<file path="src/hdl/cbm_pkg.sv">
`timescale 1ns / 1ps

package cbm_pkg;

    // Bus event codes carried in the cmd field.
    localparam logic [2:0] CMD_PRG_READ  = 3'd0;
    localparam logic [2:0] CMD_PRG_WRITE = 3'd1;
    localparam logic [2:0] CMD_VID_READ  = 3'd2;
    localparam logic [2:0] CMD_VID_WRITE = 3'd3;
    localparam logic [2:0] CMD_TICK      = 3'd4;

    // Target memory codes of a result word.
    localparam logic [2:0] TGT_NONE      = 3'd0;
    localparam logic [2:0] TGT_PRG_ROM   = 3'd1;
    localparam logic [2:0] TGT_PRG_RAM   = 3'd2;
    localparam logic [2:0] TGT_READ_ZERO = 3'd3;
    localparam logic [2:0] TGT_CHR_ROM   = 3'd4;
    localparam logic [2:0] TGT_CHR_RAM   = 3'd5;
    localparam logic [2:0] TGT_NAMETABLE = 3'd6;

    // Character memory kinds held in the configuration register.
    localparam logic [1:0] CHR_KIND_NONE  = 2'd0;
    localparam logic [1:0] CHR_KIND_ROM   = 2'd1;
    localparam logic [1:0] CHR_KIND_RAM   = 2'd2;
    localparam logic [1:0] CHR_KIND_RESET = CHR_KIND_ROM;

    // Mapper register decode, taken on address & REG_DECODE_MASK.
    localparam logic [15:0] REG_DECODE_MASK = 16'hE001;
    localparam logic [15:0] REG_BANK_SELECT = 16'h8000;
    localparam logic [15:0] REG_BANK_DATA   = 16'h8001;
    localparam logic [15:0] REG_MIRRORING   = 16'hA000;
    localparam logic [15:0] REG_RAM_PROTECT = 16'hA001;
    localparam logic [15:0] REG_IRQ_LATCH   = 16'hC000;
    localparam logic [15:0] REG_IRQ_RELOAD  = 16'hC001;
    localparam logic [15:0] REG_IRQ_DISABLE = 16'hE000;

    // Fixed program banks.
    localparam logic [5:0] PRG_BANK_SECOND_LAST = 6'h3E;
    localparam logic [5:0] PRG_BANK_LAST        = 6'h3F;

    // Edge filter length in ticks.
    localparam logic [2:0] EDGE_FILTER_TICKS = 3'd6;

    // One input word.
    typedef struct packed {
        logic [2:0]  cmd;
        logic [15:0] address;
        logic [7:0]  data;
    } t_in_word;

    // One result word.
    typedef struct packed {
        logic [2:0]  target;
        logic [18:0] mapped_address;
        logic        irq_out;
    } t_out_word;

endpackage

</file>
<file path="src/hdl/cbm_ifs.sv">
`timescale 1ns / 1ps

// Input channel: bus events.
interface cbm_in_if;
    logic        valid;
    logic        ready;
    logic [2:0]  cmd;
    logic [15:0] address;
    logic [7:0]  data;

    modport source (output valid, output cmd, output address, output data, input ready);
    modport sink   (input valid, input cmd, input address, input data, output ready);
endinterface

// Output channel: mapped accesses.
interface cbm_out_if;
    logic        valid;
    logic        ready;
    logic [2:0]  target;
    logic [18:0] mapped_address;
    logic        irq_out;

    modport source (output valid, output target, output mapped_address, output irq_out,
                    input ready);
    modport sink   (input valid, input target, input mapped_address, input irq_out,
                    output ready);
endinterface

// Configuration write channel: character memory kind.
interface cbm_cfg_if;
    logic       valid;
    logic       ready;
    logic [1:0] data;

    modport source (output valid, output data, input ready);
    modport sink   (input valid, input data, output ready);
endinterface

</file>
<file path="src/hdl/cartridge_bank_mapper_scanline_irq.sv">
`timescale 1ns / 1ps

// Cartridge bank mapper with a scanline interrupt counter. Each input word is a
// program read or write, a video read or write, or a tick, and each gives exactly
// one result word: the target memory, the address inside it and the interrupt
// level after the event. A word is taken in every cycle in which the output
// register is empty or is being emptied, so the sustained rate is one word per
// cycle while the output is ready, and its result appears in the cycle after
// acceptance; the only path is the decode and counter logic up to the output register.
// The configuration channel, always ready, sets the character memory kind and
// should be written only while no word is in flight.
module cartridge_bank_mapper_scanline_irq (
    input  logic       i_clk,
    input  logic       i_rst_n,
    cbm_in_if.sink     i_in,
    cbm_out_if.source  o_out,
    cbm_cfg_if.sink    i_cfg
);

    logic               accept;
    cbm_pkg::t_in_word  in_word;
    cbm_pkg::t_out_word result;
    cbm_pkg::t_out_word r_out;
    logic               r_out_valid;

    // Take a word whenever the output register can hold its result.
    assign i_in.ready = !r_out_valid || o_out.ready;
    assign accept     = i_in.valid && i_in.ready;
    assign i_cfg.ready = 1'b1;

    assign in_word.cmd     = i_in.cmd;
    assign in_word.address = i_in.address;
    assign in_word.data    = i_in.data;

    cbm_core u_core (
        .i_clk      (i_clk),
        .i_rst_n    (i_rst_n),
        .i_accept   (accept),
        .i_word     (in_word),
        .i_cfg_we   (i_cfg.valid),
        .i_cfg_data (i_cfg.data),
        .o_result   (result)
    );

    // Output valid flag.
    always_ff @(posedge i_clk) begin
        if (!i_rst_n) begin
            r_out_valid <= 1'b0;
        end else if (i_in.ready) begin
            r_out_valid <= i_in.valid;
        end
    end

    // Output word register.
    always_ff @(posedge i_clk) begin
        if (accept) begin
            r_out <= result;
        end
    end

    assign o_out.valid          = r_out_valid;
    assign o_out.target         = r_out.target;
    assign o_out.mapped_address = r_out.mapped_address;
    assign o_out.irq_out        = r_out.irq_out;

endmodule

</file>
<file path="src/hdl/cbm_core.sv">
`timescale 1ns / 1ps

module cbm_core (
    input  logic                i_clk,
    input  logic                i_rst_n,
    input  logic                i_accept,
    input  cbm_pkg::t_in_word   i_word,
    input  logic                i_cfg_we,
    input  logic [1:0]          i_cfg_data,
    output cbm_pkg::t_out_word  o_result
);

    // Mapper state.
    logic [1:0] r_chr_kind,   n_chr_kind;
    logic       r_chr_mode,   n_chr_mode;
    logic       r_prg_mode,   n_prg_mode;
    logic       r_wram_en,    n_wram_en;
    logic [2:0] r_bank_index, n_bank_index;
    logic [5:0] r_prg_bank [2];
    logic [5:0] n_prg_bank [2];
    logic [7:0] r_chr_bank [6];
    logic [7:0] n_chr_bank [6];
    logic       r_mirror,     n_mirror;
    logic [1:0] r_read_ok,    n_read_ok;
    logic [1:0] r_write_ok,   n_write_ok;
    logic [7:0] r_irq_latch,  n_irq_latch;
    logic [7:0] r_irq_count,  n_irq_count;
    logic       r_irq_en,     n_irq_en;
    logic [2:0] r_filter,     n_filter;
    logic       r_irq_pend,   n_irq_pend;
    logic       r_last_a12,   n_last_a12;

    logic [15:0] addr;
    logic [7:0]  wdata;
    logic [13:0] vaddr;
    logic [18:0] ram_addr;
    logic [18:0] chr_addr;
    logic [18:0] nt_addr;
    logic [18:0] rom_addr;
    logic [2:0]  slot;
    logic [2:0]  chr_idx;
    logic [7:0]  chr_bank;
    logic [5:0]  rom_bank;
    logic        half;
    logic        a12_rise;

    assign addr  = i_word.address;
    assign wdata = i_word.data;
    assign vaddr = addr[13:0];
    assign half  = addr[9];

    // Program RAM: 1 KB mirrored over the window, halves picked by bit 9.
    assign ram_addr = {9'd0, addr[9:0]};

    // Program ROM: four 8 KB windows.
    always_comb begin
        case (addr[14:13])
            2'd0:    rom_bank = r_prg_mode ? cbm_pkg::PRG_BANK_SECOND_LAST : r_prg_bank[0];
            2'd1:    rom_bank = r_prg_bank[1];
            2'd2:    rom_bank = r_prg_mode ? r_prg_bank[0] : cbm_pkg::PRG_BANK_SECOND_LAST;
            default: rom_bank = cbm_pkg::PRG_BANK_LAST;
        endcase
    end
    assign rom_addr = {rom_bank, addr[12:0]};

    // Character map: two 2 KB slots and four 1 KB slots, halves swapped by mode.
    assign slot = vaddr[12:10] ^ {r_chr_mode, 2'b00};
    always_comb begin
        if (!slot[2]) begin
            chr_idx  = {2'b00, slot[1]};
            chr_bank = r_chr_bank[chr_idx];
            chr_addr = {1'b0, chr_bank, 10'd0} | {8'd0, vaddr[10:0]};
        end else begin
            chr_idx  = {1'b0, slot[1:0]} + 3'd2;
            chr_bank = r_chr_bank[chr_idx];
            chr_addr = {1'b0, chr_bank, vaddr[9:0]};
        end
    end

    // Nametable mirroring: bit 10 comes from bit 10 or bit 11.
    assign nt_addr = {8'd0, (r_mirror ? vaddr[11] : vaddr[10]), vaddr[9:0]};

    assign a12_rise = !r_last_a12 && vaddr[12];

    // Next state and result of the current word.
    always_comb begin
        n_chr_kind   = i_cfg_we ? i_cfg_data : r_chr_kind;
        n_chr_mode   = r_chr_mode;
        n_prg_mode   = r_prg_mode;
        n_wram_en    = r_wram_en;
        n_bank_index = r_bank_index;
        n_prg_bank   = r_prg_bank;
        n_chr_bank   = r_chr_bank;
        n_mirror     = r_mirror;
        n_read_ok    = r_read_ok;
        n_write_ok   = r_write_ok;
        n_irq_latch  = r_irq_latch;
        n_irq_count  = r_irq_count;
        n_irq_en     = r_irq_en;
        n_filter     = r_filter;
        n_irq_pend   = r_irq_pend;
        n_last_a12   = r_last_a12;
        o_result.target         = cbm_pkg::TGT_NONE;
        o_result.mapped_address = 19'd0;

        case (i_word.cmd)
            cbm_pkg::CMD_PRG_READ: begin
                if (addr[15:12] == 4'h7) begin
                    if (r_wram_en && (r_read_ok != 2'b00)) begin
                        if (r_read_ok[half]) begin
                            o_result.target         = cbm_pkg::TGT_PRG_RAM;
                            o_result.mapped_address = ram_addr;
                        end else begin
                            o_result.target = cbm_pkg::TGT_READ_ZERO;
                        end
                    end
                end else if (addr[15]) begin
                    o_result.target         = cbm_pkg::TGT_PRG_ROM;
                    o_result.mapped_address = rom_addr;
                end
            end
            cbm_pkg::CMD_PRG_WRITE: begin
                if (addr[15:12] == 4'h7) begin
                    if (r_wram_en && r_write_ok[half]) begin
                        o_result.target         = cbm_pkg::TGT_PRG_RAM;
                        o_result.mapped_address = ram_addr;
                    end
                end else if (addr[15]) begin
                    // Mapper register write.
                    case (addr & cbm_pkg::REG_DECODE_MASK)
                        cbm_pkg::REG_BANK_SELECT: begin
                            n_bank_index = wdata[2:0];
                            n_wram_en    = wdata[5];
                            n_prg_mode   = wdata[6];
                            n_chr_mode   = wdata[7];
                            if (!wdata[5]) begin
                                n_read_ok  = 2'b00;
                                n_write_ok = 2'b00;
                            end
                        end
                        cbm_pkg::REG_BANK_DATA: begin
                            if (r_bank_index < 3'd2) begin
                                n_chr_bank[r_bank_index] = {wdata[7:1], 1'b0};
                            end else if (r_bank_index < 3'd6) begin
                                n_chr_bank[r_bank_index] = wdata;
                            end else begin
                                n_prg_bank[r_bank_index[0]] = wdata[5:0];
                            end
                        end
                        cbm_pkg::REG_MIRRORING: begin
                            n_mirror = wdata[0];
                        end
                        cbm_pkg::REG_RAM_PROTECT: begin
                            if (r_wram_en) begin
                                n_write_ok = {wdata[6], wdata[4]};
                                n_read_ok  = {wdata[7], wdata[5]};
                            end
                        end
                        cbm_pkg::REG_IRQ_LATCH: begin
                            n_irq_latch = wdata;
                        end
                        cbm_pkg::REG_IRQ_RELOAD: begin
                            n_irq_count = 8'd0;
                        end
                        cbm_pkg::REG_IRQ_DISABLE: begin
                            n_irq_en   = 1'b0;
                            n_irq_pend = 1'b0;
                        end
                        default: begin
                            n_irq_en = 1'b1;
                        end
                    endcase
                end
            end
            cbm_pkg::CMD_VID_READ, cbm_pkg::CMD_VID_WRITE: begin
                // Scanline counter clocked on a filtered rising edge of A12.
                if (a12_rise) begin
                    if (r_filter == 3'd0) begin
                        if (r_irq_count == 8'd0) begin
                            n_irq_count = r_irq_latch;
                        end else begin
                            n_irq_count = r_irq_count - 8'd1;
                            if (r_irq_count == 8'd1 && r_irq_en) begin
                                n_irq_pend = 1'b1;
                            end
                        end
                    end
                    n_filter = cbm_pkg::EDGE_FILTER_TICKS;
                end
                n_last_a12 = vaddr[12];

                if (vaddr[13]) begin
                    o_result.target         = cbm_pkg::TGT_NAMETABLE;
                    o_result.mapped_address = nt_addr;
                end else if (i_word.cmd == cbm_pkg::CMD_VID_READ &&
                             r_chr_kind == cbm_pkg::CHR_KIND_ROM) begin
                    o_result.target         = cbm_pkg::TGT_CHR_ROM;
                    o_result.mapped_address = chr_addr;
                end else if (r_chr_kind == cbm_pkg::CHR_KIND_RAM) begin
                    o_result.target         = cbm_pkg::TGT_CHR_RAM;
                    o_result.mapped_address = chr_addr;
                end
            end
            cbm_pkg::CMD_TICK: begin
                if (r_filter != 3'd0) begin
                    n_filter = r_filter - 3'd1;
                end
            end
            default: begin
            end
        endcase

        o_result.irq_out = n_irq_pend;
    end

    // State registers; bus events update them only when a word is accepted.
    always_ff @(posedge i_clk) begin
        if (!i_rst_n) begin
            r_chr_kind   <= cbm_pkg::CHR_KIND_RESET;
            r_chr_mode   <= 1'b0;
            r_prg_mode   <= 1'b0;
            r_wram_en    <= 1'b0;
            r_bank_index <= 3'd0;
            r_prg_bank   <= '{default: 6'd0};
            r_chr_bank   <= '{default: 8'd0};
            r_mirror     <= 1'b0;
            r_read_ok    <= 2'b00;
            r_write_ok   <= 2'b00;
            r_irq_latch  <= 8'd0;
            r_irq_count  <= 8'd0;
            r_irq_en     <= 1'b0;
            r_filter     <= 3'd0;
            r_irq_pend   <= 1'b0;
            r_last_a12   <= 1'b0;
        end else begin
            r_chr_kind <= n_chr_kind;
            if (i_accept) begin
                r_chr_mode   <= n_chr_mode;
                r_prg_mode   <= n_prg_mode;
                r_wram_en    <= n_wram_en;
                r_bank_index <= n_bank_index;
                r_prg_bank   <= n_prg_bank;
                r_chr_bank   <= n_chr_bank;
                r_mirror     <= n_mirror;
                r_read_ok    <= n_read_ok;
                r_write_ok   <= n_write_ok;
                r_irq_latch  <= n_irq_latch;
                r_irq_count  <= n_irq_count;
                r_irq_en     <= n_irq_en;
                r_filter     <= n_filter;
                r_irq_pend   <= n_irq_pend;
                r_last_a12   <= n_last_a12;
            end
        end
    end

endmodule

</file>
<file path="src/flat_wrapper.sv">
// flat-port wrapper written by rule: the top's interface ports become plain ports
module cartridge_bank_mapper_scanline_irq_flat 
  (i_clk, i_rst_n, i_in_valid, i_in_cmd, i_in_address, i_in_data, i_in_ready, o_out_valid, o_out_target, o_out_mapped_address, o_out_irq_out, o_out_ready, i_cfg_valid, i_cfg_data, i_cfg_ready);
  cbm_in_if i_in_i ();
  cbm_out_if o_out_i ();
  cbm_cfg_if i_cfg_i ();
  input  logic i_clk;
  input  logic i_rst_n;
  input wire logic [$bits(i_in_i.valid)-1:0] i_in_valid;
  input wire logic [$bits(i_in_i.cmd)-1:0] i_in_cmd;
  input wire logic [$bits(i_in_i.address)-1:0] i_in_address;
  input wire logic [$bits(i_in_i.data)-1:0] i_in_data;
  output wire logic [$bits(i_in_i.ready)-1:0] i_in_ready;
  output wire logic [$bits(o_out_i.valid)-1:0] o_out_valid;
  output wire logic [$bits(o_out_i.target)-1:0] o_out_target;
  output wire logic [$bits(o_out_i.mapped_address)-1:0] o_out_mapped_address;
  output wire logic [$bits(o_out_i.irq_out)-1:0] o_out_irq_out;
  input wire logic [$bits(o_out_i.ready)-1:0] o_out_ready;
  input wire logic [$bits(i_cfg_i.valid)-1:0] i_cfg_valid;
  input wire logic [$bits(i_cfg_i.data)-1:0] i_cfg_data;
  output wire logic [$bits(i_cfg_i.ready)-1:0] i_cfg_ready;
  assign i_in_i.valid = i_in_valid;
  assign i_in_i.cmd = i_in_cmd;
  assign i_in_i.address = i_in_address;
  assign i_in_i.data = i_in_data;
  assign i_in_ready = i_in_i.ready;
  assign o_out_valid = o_out_i.valid;
  assign o_out_target = o_out_i.target;
  assign o_out_mapped_address = o_out_i.mapped_address;
  assign o_out_irq_out = o_out_i.irq_out;
  assign o_out_i.ready = o_out_ready;
  assign i_cfg_i.valid = i_cfg_valid;
  assign i_cfg_i.data = i_cfg_data;
  assign i_cfg_ready = i_cfg_i.ready;
  cartridge_bank_mapper_scanline_irq u_core (.i_clk(i_clk), .i_rst_n(i_rst_n), .i_in(i_in_i), .o_out(o_out_i), .i_cfg(i_cfg_i));
endmodule
</file>
<file path="config.mk">
export PLATFORM = sky130hd
export DESIGN_NAME = cartridge_bank_mapper_scanline_irq_flat
export DESIGN_NICKNAME = d
export VERILOG_FILES = /design/src/hdl/cbm_pkg.sv /design/src/hdl/cbm_ifs.sv /design/src/hdl/cartridge_bank_mapper_scanline_irq.sv /design/src/hdl/cbm_core.sv /design/src/flat_wrapper.sv
export SDC_FILE = /design/constraint.sdc
export NUM_CORES = 1
export LEC_CHECK = 0
export ABC_AREA = 0
export BUFFER_PORTS_ARGS = -buffer_cell sky130_fd_sc_hd__buf_2
export CAP_MARGIN = 10
export CORE_ASPECT_RATIO = 1.5
export CORE_MARGIN = 2
export CORE_UTILIZATION = 60
export CTS_BUF_LIST = sky130_fd_sc_hd__clkbuf_4 sky130_fd_sc_hd__clkbuf_8 sky130_fd_sc_hd__clkbuf_16
export CTS_CLUSTER_DIAMETER = 120
export DETAILED_ROUTE_END_ITERATION = 8
export GPL_ROUTABILITY_DRIVEN = 0
export MAX_ROUTING_LAYER = met4
export PLACE_DENSITY = 0.78
export SLEW_MARGIN = 5
export SYNTH_ARGS = -nofsm -noshare
export SYNTH_HDL_FRONTEND = slang
export SYNTH_SLANG_ARGS = --single-unit
export TNS_END_PERCENT = 100
</file>
<file path="constraint.sdc">
create_clock -name i_clk -period 2.7 [get_ports i_clk]
set_input_delay 0.405 -clock i_clk [delete_from_list [all_inputs] [get_ports i_clk]]
set_output_delay 0.405 -clock i_clk [all_outputs]
set_load 0.02 [all_outputs]
</file>
==> flow_summary_export.csv <==
group,metric,value,unit
route,viasPerCell,6.63,
worst_setup_path,crit_family,"simple AND/OR/NAND/NOR gates",
final_layout,multi_input_area,2940,µm²
timing,period_needed,2.11,ns
pwr,ir_drop,0.000543,V
worst_setup_path,cp_max_fo,8,
pwr,power.internal,0.00329,W
worst_hold_path,min_from,"i_cfg_data[0]",
pwr,p_seq_share,42.9,%
final_layout,stdcell_count,814,
final_layout,area_delta_synth_final,14.9,%
clocking,cts_tree,"done",
timing,fin_setup_tns,0,ns
route,routed-via-count,5394,
clocking,cts.clk_slew.worst_paths,0.05,ns
timing,slew_headroom,52.7,%
worst_setup_path,crit_type,"flop to flop",
route,routedWlPerCell,19.6,µm
final_layout,stdcell_area,6720,µm²
worst_setup_path,slowest_stage,"dfxtp_1",
clocking,cts_sinks,119,
global_route,grt_pass1_vias,5201,
clocking,numCtsBuffers,17,
clocking,clockRootBuffer,"clkbuf_16",
route,drt_iter0_markers,364,
placed_design,post-place-cells,782,
final_layout,antenna_cells,0,
timing,skew,0.00652,ns
timing,max_freq,0.473,GHz
logic_synthesis,synth_commonest_cells,"96 x dfxtp_1, 88 x a21oi_1, 78 x nand3_1, 78 x o21ai_0, 46 x clkbuf_1",
pwr,power.density,642,nW/µm²
timing,hold_violations,0,
pwr,leakage,2.35,nW
global_route,grt_first_pass_wirelength,25.8,mm
worst_setup_path,cp.required,3.00,ns
logic_synthesis,yosysTopAreaCellShare,32.8,%
worst_setup_path,crit_path_max_incr_delay,0.39,ns
clocking,htreeDepth,4,
logic_synthesis,yosysMostFrequentCell,"dfxtp_1",
final_layout,drive_gt1_share,19.2,%
floorplan,num_io_pins,60,
logic_synthesis,synth-edff-count,23,
timing,worst_pin_slew,0.709,ns
placed_design,io_buffers,58,
logic_synthesis,synth_area_leaders,"dfxtp_1 33%, edfxtp_1 12%, a21oi_1 7.5%",
logic_synthesis,syn_area,5850,µm²
floorplan,coreArea,9580,µm²
placed_design,dpl-instance-area,6150,µm²
clocking,holdBufCountCts,0,
clocking,clk_latency,0.42,ns
logic_synthesis,synth_seq_cells,119,
worst_setup_path,crit_arrival,2.42,ns
worst_setup_path,path_cells,"inv_1, ha_1, nor4b_2, nand2_2, mux2_2, a221o_1",
logic_synthesis,dominantRegCellSynth,"dfxtp_1",
logic_synthesis,synth_fp_nets,694,
global_route,grt_overflow,0,
floorplan,dieArea,10600,µm²
worst_setup_path,r2r-start,"u_core.u_core.r_irq_count[0]",
floorplan,rows,44,
flow_run,drv_cap,0,
route,dr.pass1.iters,8,
route,drtAntennaViolNets,0,
pwr,combPwrFrac,7.2,%
global_route,grt_max_degree,76,
timing,setup_viol_count_final,0,
logic_synthesis,synth_top_area_cell,"dfxtp_1",
logic_synthesis,synth.distinct_cells,71,
worst_setup_path,setup.worst_path.start,"u_core.u_core.r_irq_count[0]",
logic_synthesis,synth-async-reset-ratio,0,%
outcome,status,"complete, no violations",
timing,final-max-slew-violation-count,0,
floorplan,die_h,125,µm
timing,rsz0062_at_grt,"false",
pwr,power.total,0.00432,W
route,wl,15.9,mm
pwr,pwr-share-clk,49.9,%
logic_synthesis,yosysWarningCount,0,
worst_setup_path,start_kind,"flop",
global_route,grtUsageTotal,31.7,%
floorplan,fp.dieW,84.6,µm
floorplan,start_util,61.1,%
clocking,postCtsSetupRepairBufs,0,
clocking,cts_resized,0,
placed_design,hpwl,10.4,mm
worst_setup_path,crit_buf_inv,1,
pwr,p_sw_share,23.9,%
logic_synthesis,ys_seq_area_share,44.6,%
global_route,antenna_found_initial,0,
final_layout,register_area,2610,µm²
logic_synthesis,syn_inst,655,
final_layout,fillCellCount,733,
pwr,power_switching,0.00103,W
route,drc,0,
worst_setup_path,crit_path_end_kind,"flop",
timing,finalCritPeriodShare,78.3,%
worst_hold_path,hold_class,"input pin to flop",
final_layout,final_nets,725,
clocking,clock_path_buffers,2,
logic_synthesis,syn_avg_cell_area,8.93,µm²
## layout make-up
class,instances,share of cell area (%)
Multi-Input combinational cell,463,43.8
Sequential cell,119,38.9
Tap cell,115,2.14
Timing Repair Buffer,72,6.07
Clock inverter,14,2.01
Inverter,13,0.726
Clock buffer,18,6.44
## power by group through the flow
stage	clock network (W)	registers (W)	logic [W]
4_1_cts	0.00216	0.00185	0.000307
2_1_floorplan	0	0.00192	0.000172
5_1_grt	0.00225	0.00185	0.000333
6_report	0.00216	0.00185	0.000311
3_3_place_gp	0	0.00189	0.000298
3_5_place_dp	0	0.00189	0.000306
## worst paths after layout
| path | endpoint | slack [ns] | cells past startpoint |
|---|---|---|---|
| worst max-delay path | u_core.u_core.r_irq_count[3] | 0.59 | 6 |
| worst max register to register | u_core.u_core.r_irq_count[3] | 0.59 | 6 |
| worst min-delay path | u_core.u_core.r_chr_kind[0] | 0.23 | 3 |
| worst min register to register | u_core.u_core.r_chr_bank[32] | 0.43 | 2 |
## registers in the layout (all words and copies together) (netlist names)
signal                       cells
u_core.o_out.irq_out             1
u_core.o_out.mapped_address     19
u_core.o_out.target              3
u_core.o_out.valid               1
u_core.u_core.r_bank_index       3
u_core.u_core.r_chr_bank        48
u_core.u_core.r_chr_kind         2
u_core.u_core.r_chr_mode         1
u_core.u_core.r_filter           3
u_core.u_core.r_irq_count        8
u_core.u_core.r_irq_en           1
u_core.u_core.r_irq_latch        8
u_core.u_core.r_irq_pend         1
u_core.u_core.r_last_a12         1
u_core.u_core.r_mirror           1
u_core.u_core.r_prg_bank        12
u_core.u_core.r_prg_mode         1
u_core.u_core.r_read_ok          2
u_core.u_core.r_wram_en          1
u_core.u_core.r_write_ok         2
## cells in the final DEF, fill, tap and decap left out, types with 3 or more instances in the layout
master and n:
nor4_1 4, o21ai_0 78, mux2i_1 24, o221ai_1 4, clkinvlp_4 4, a31oi_1 3, nor2_1 23, clkinv_2 4
mux2_2 3, ha_1 5, buf_4 13, nor2b_1 16, nand2b_1 9, o22ai_1 4, edfxtp_1 23, mux4_2 8
dfxtp_1 96, o21a_1 4, inv_1 12, o31ai_1 4, a221o_1 5, clkbuf_16 17, nor3_1 6, nand4_1 7
nand3_1 78, nor3_2 3, buf_2 58, a21oi_1 88, nand2_1 35
## per-layer routing
metal | track usage (%) | routed length [µm] | up-vias
met2 | 52.2 | 8250 | 282
met5 | - | 0 | -
met1 | 36.2 | 5840 | 2581
li1 | - | - | 2470
met3 | 6.73 | 1110 | 61
met4 | 16.0 | 735 | 0
## logic make-up (layout without fill, tap and decap cells)
logic type / count (synthesis) / count (layout) / synth area share [%]
xor gates and xnor gates: 2 / 2 / 0.299
buffers and inverters: 73 / 117 / 5.09
adders and majority gates: 5 / 5 / 1.07
AOI/OAI and AO/OA: 209 / 209 / 20.8
and+or+nand+nor: 211 / 211 / 20.2
DFF: 119 / 119 / 44.6
muxes: 35 / 35 / 7.76
other: 1 / 1 / 0.0641
## worst reg2reg max path, cell delays in order (launching register included)
cell and delay [ns]:
dfxtp_1 0.39, inv_1 0.14, ha_1 0.25, nor4b_2 0.34, nand2_2 0.21, mux2_2 0.34
a221o_1 0.33
## per-stage QoR
| step | setup slack (ns) | utilization, % | hold WS, ns |
|---|---|---|---|
| 2_1_floorplan | 0.830 | - | 0.409 |
| 3_3_place_gp | 0.619 | 64.3 | 0.416 |
| 3_5_place_dp | 0.534 | 64.3 | 0.423 |
| 4_1_cts | 0.614 | 70.2 | 0.220 |
| 5_1_grt | 0.455 | 70.2 | 0.231 |
| 6_report | 0.587 | 70.2 | 0.227 |
(Power assumes the default switching activity.)
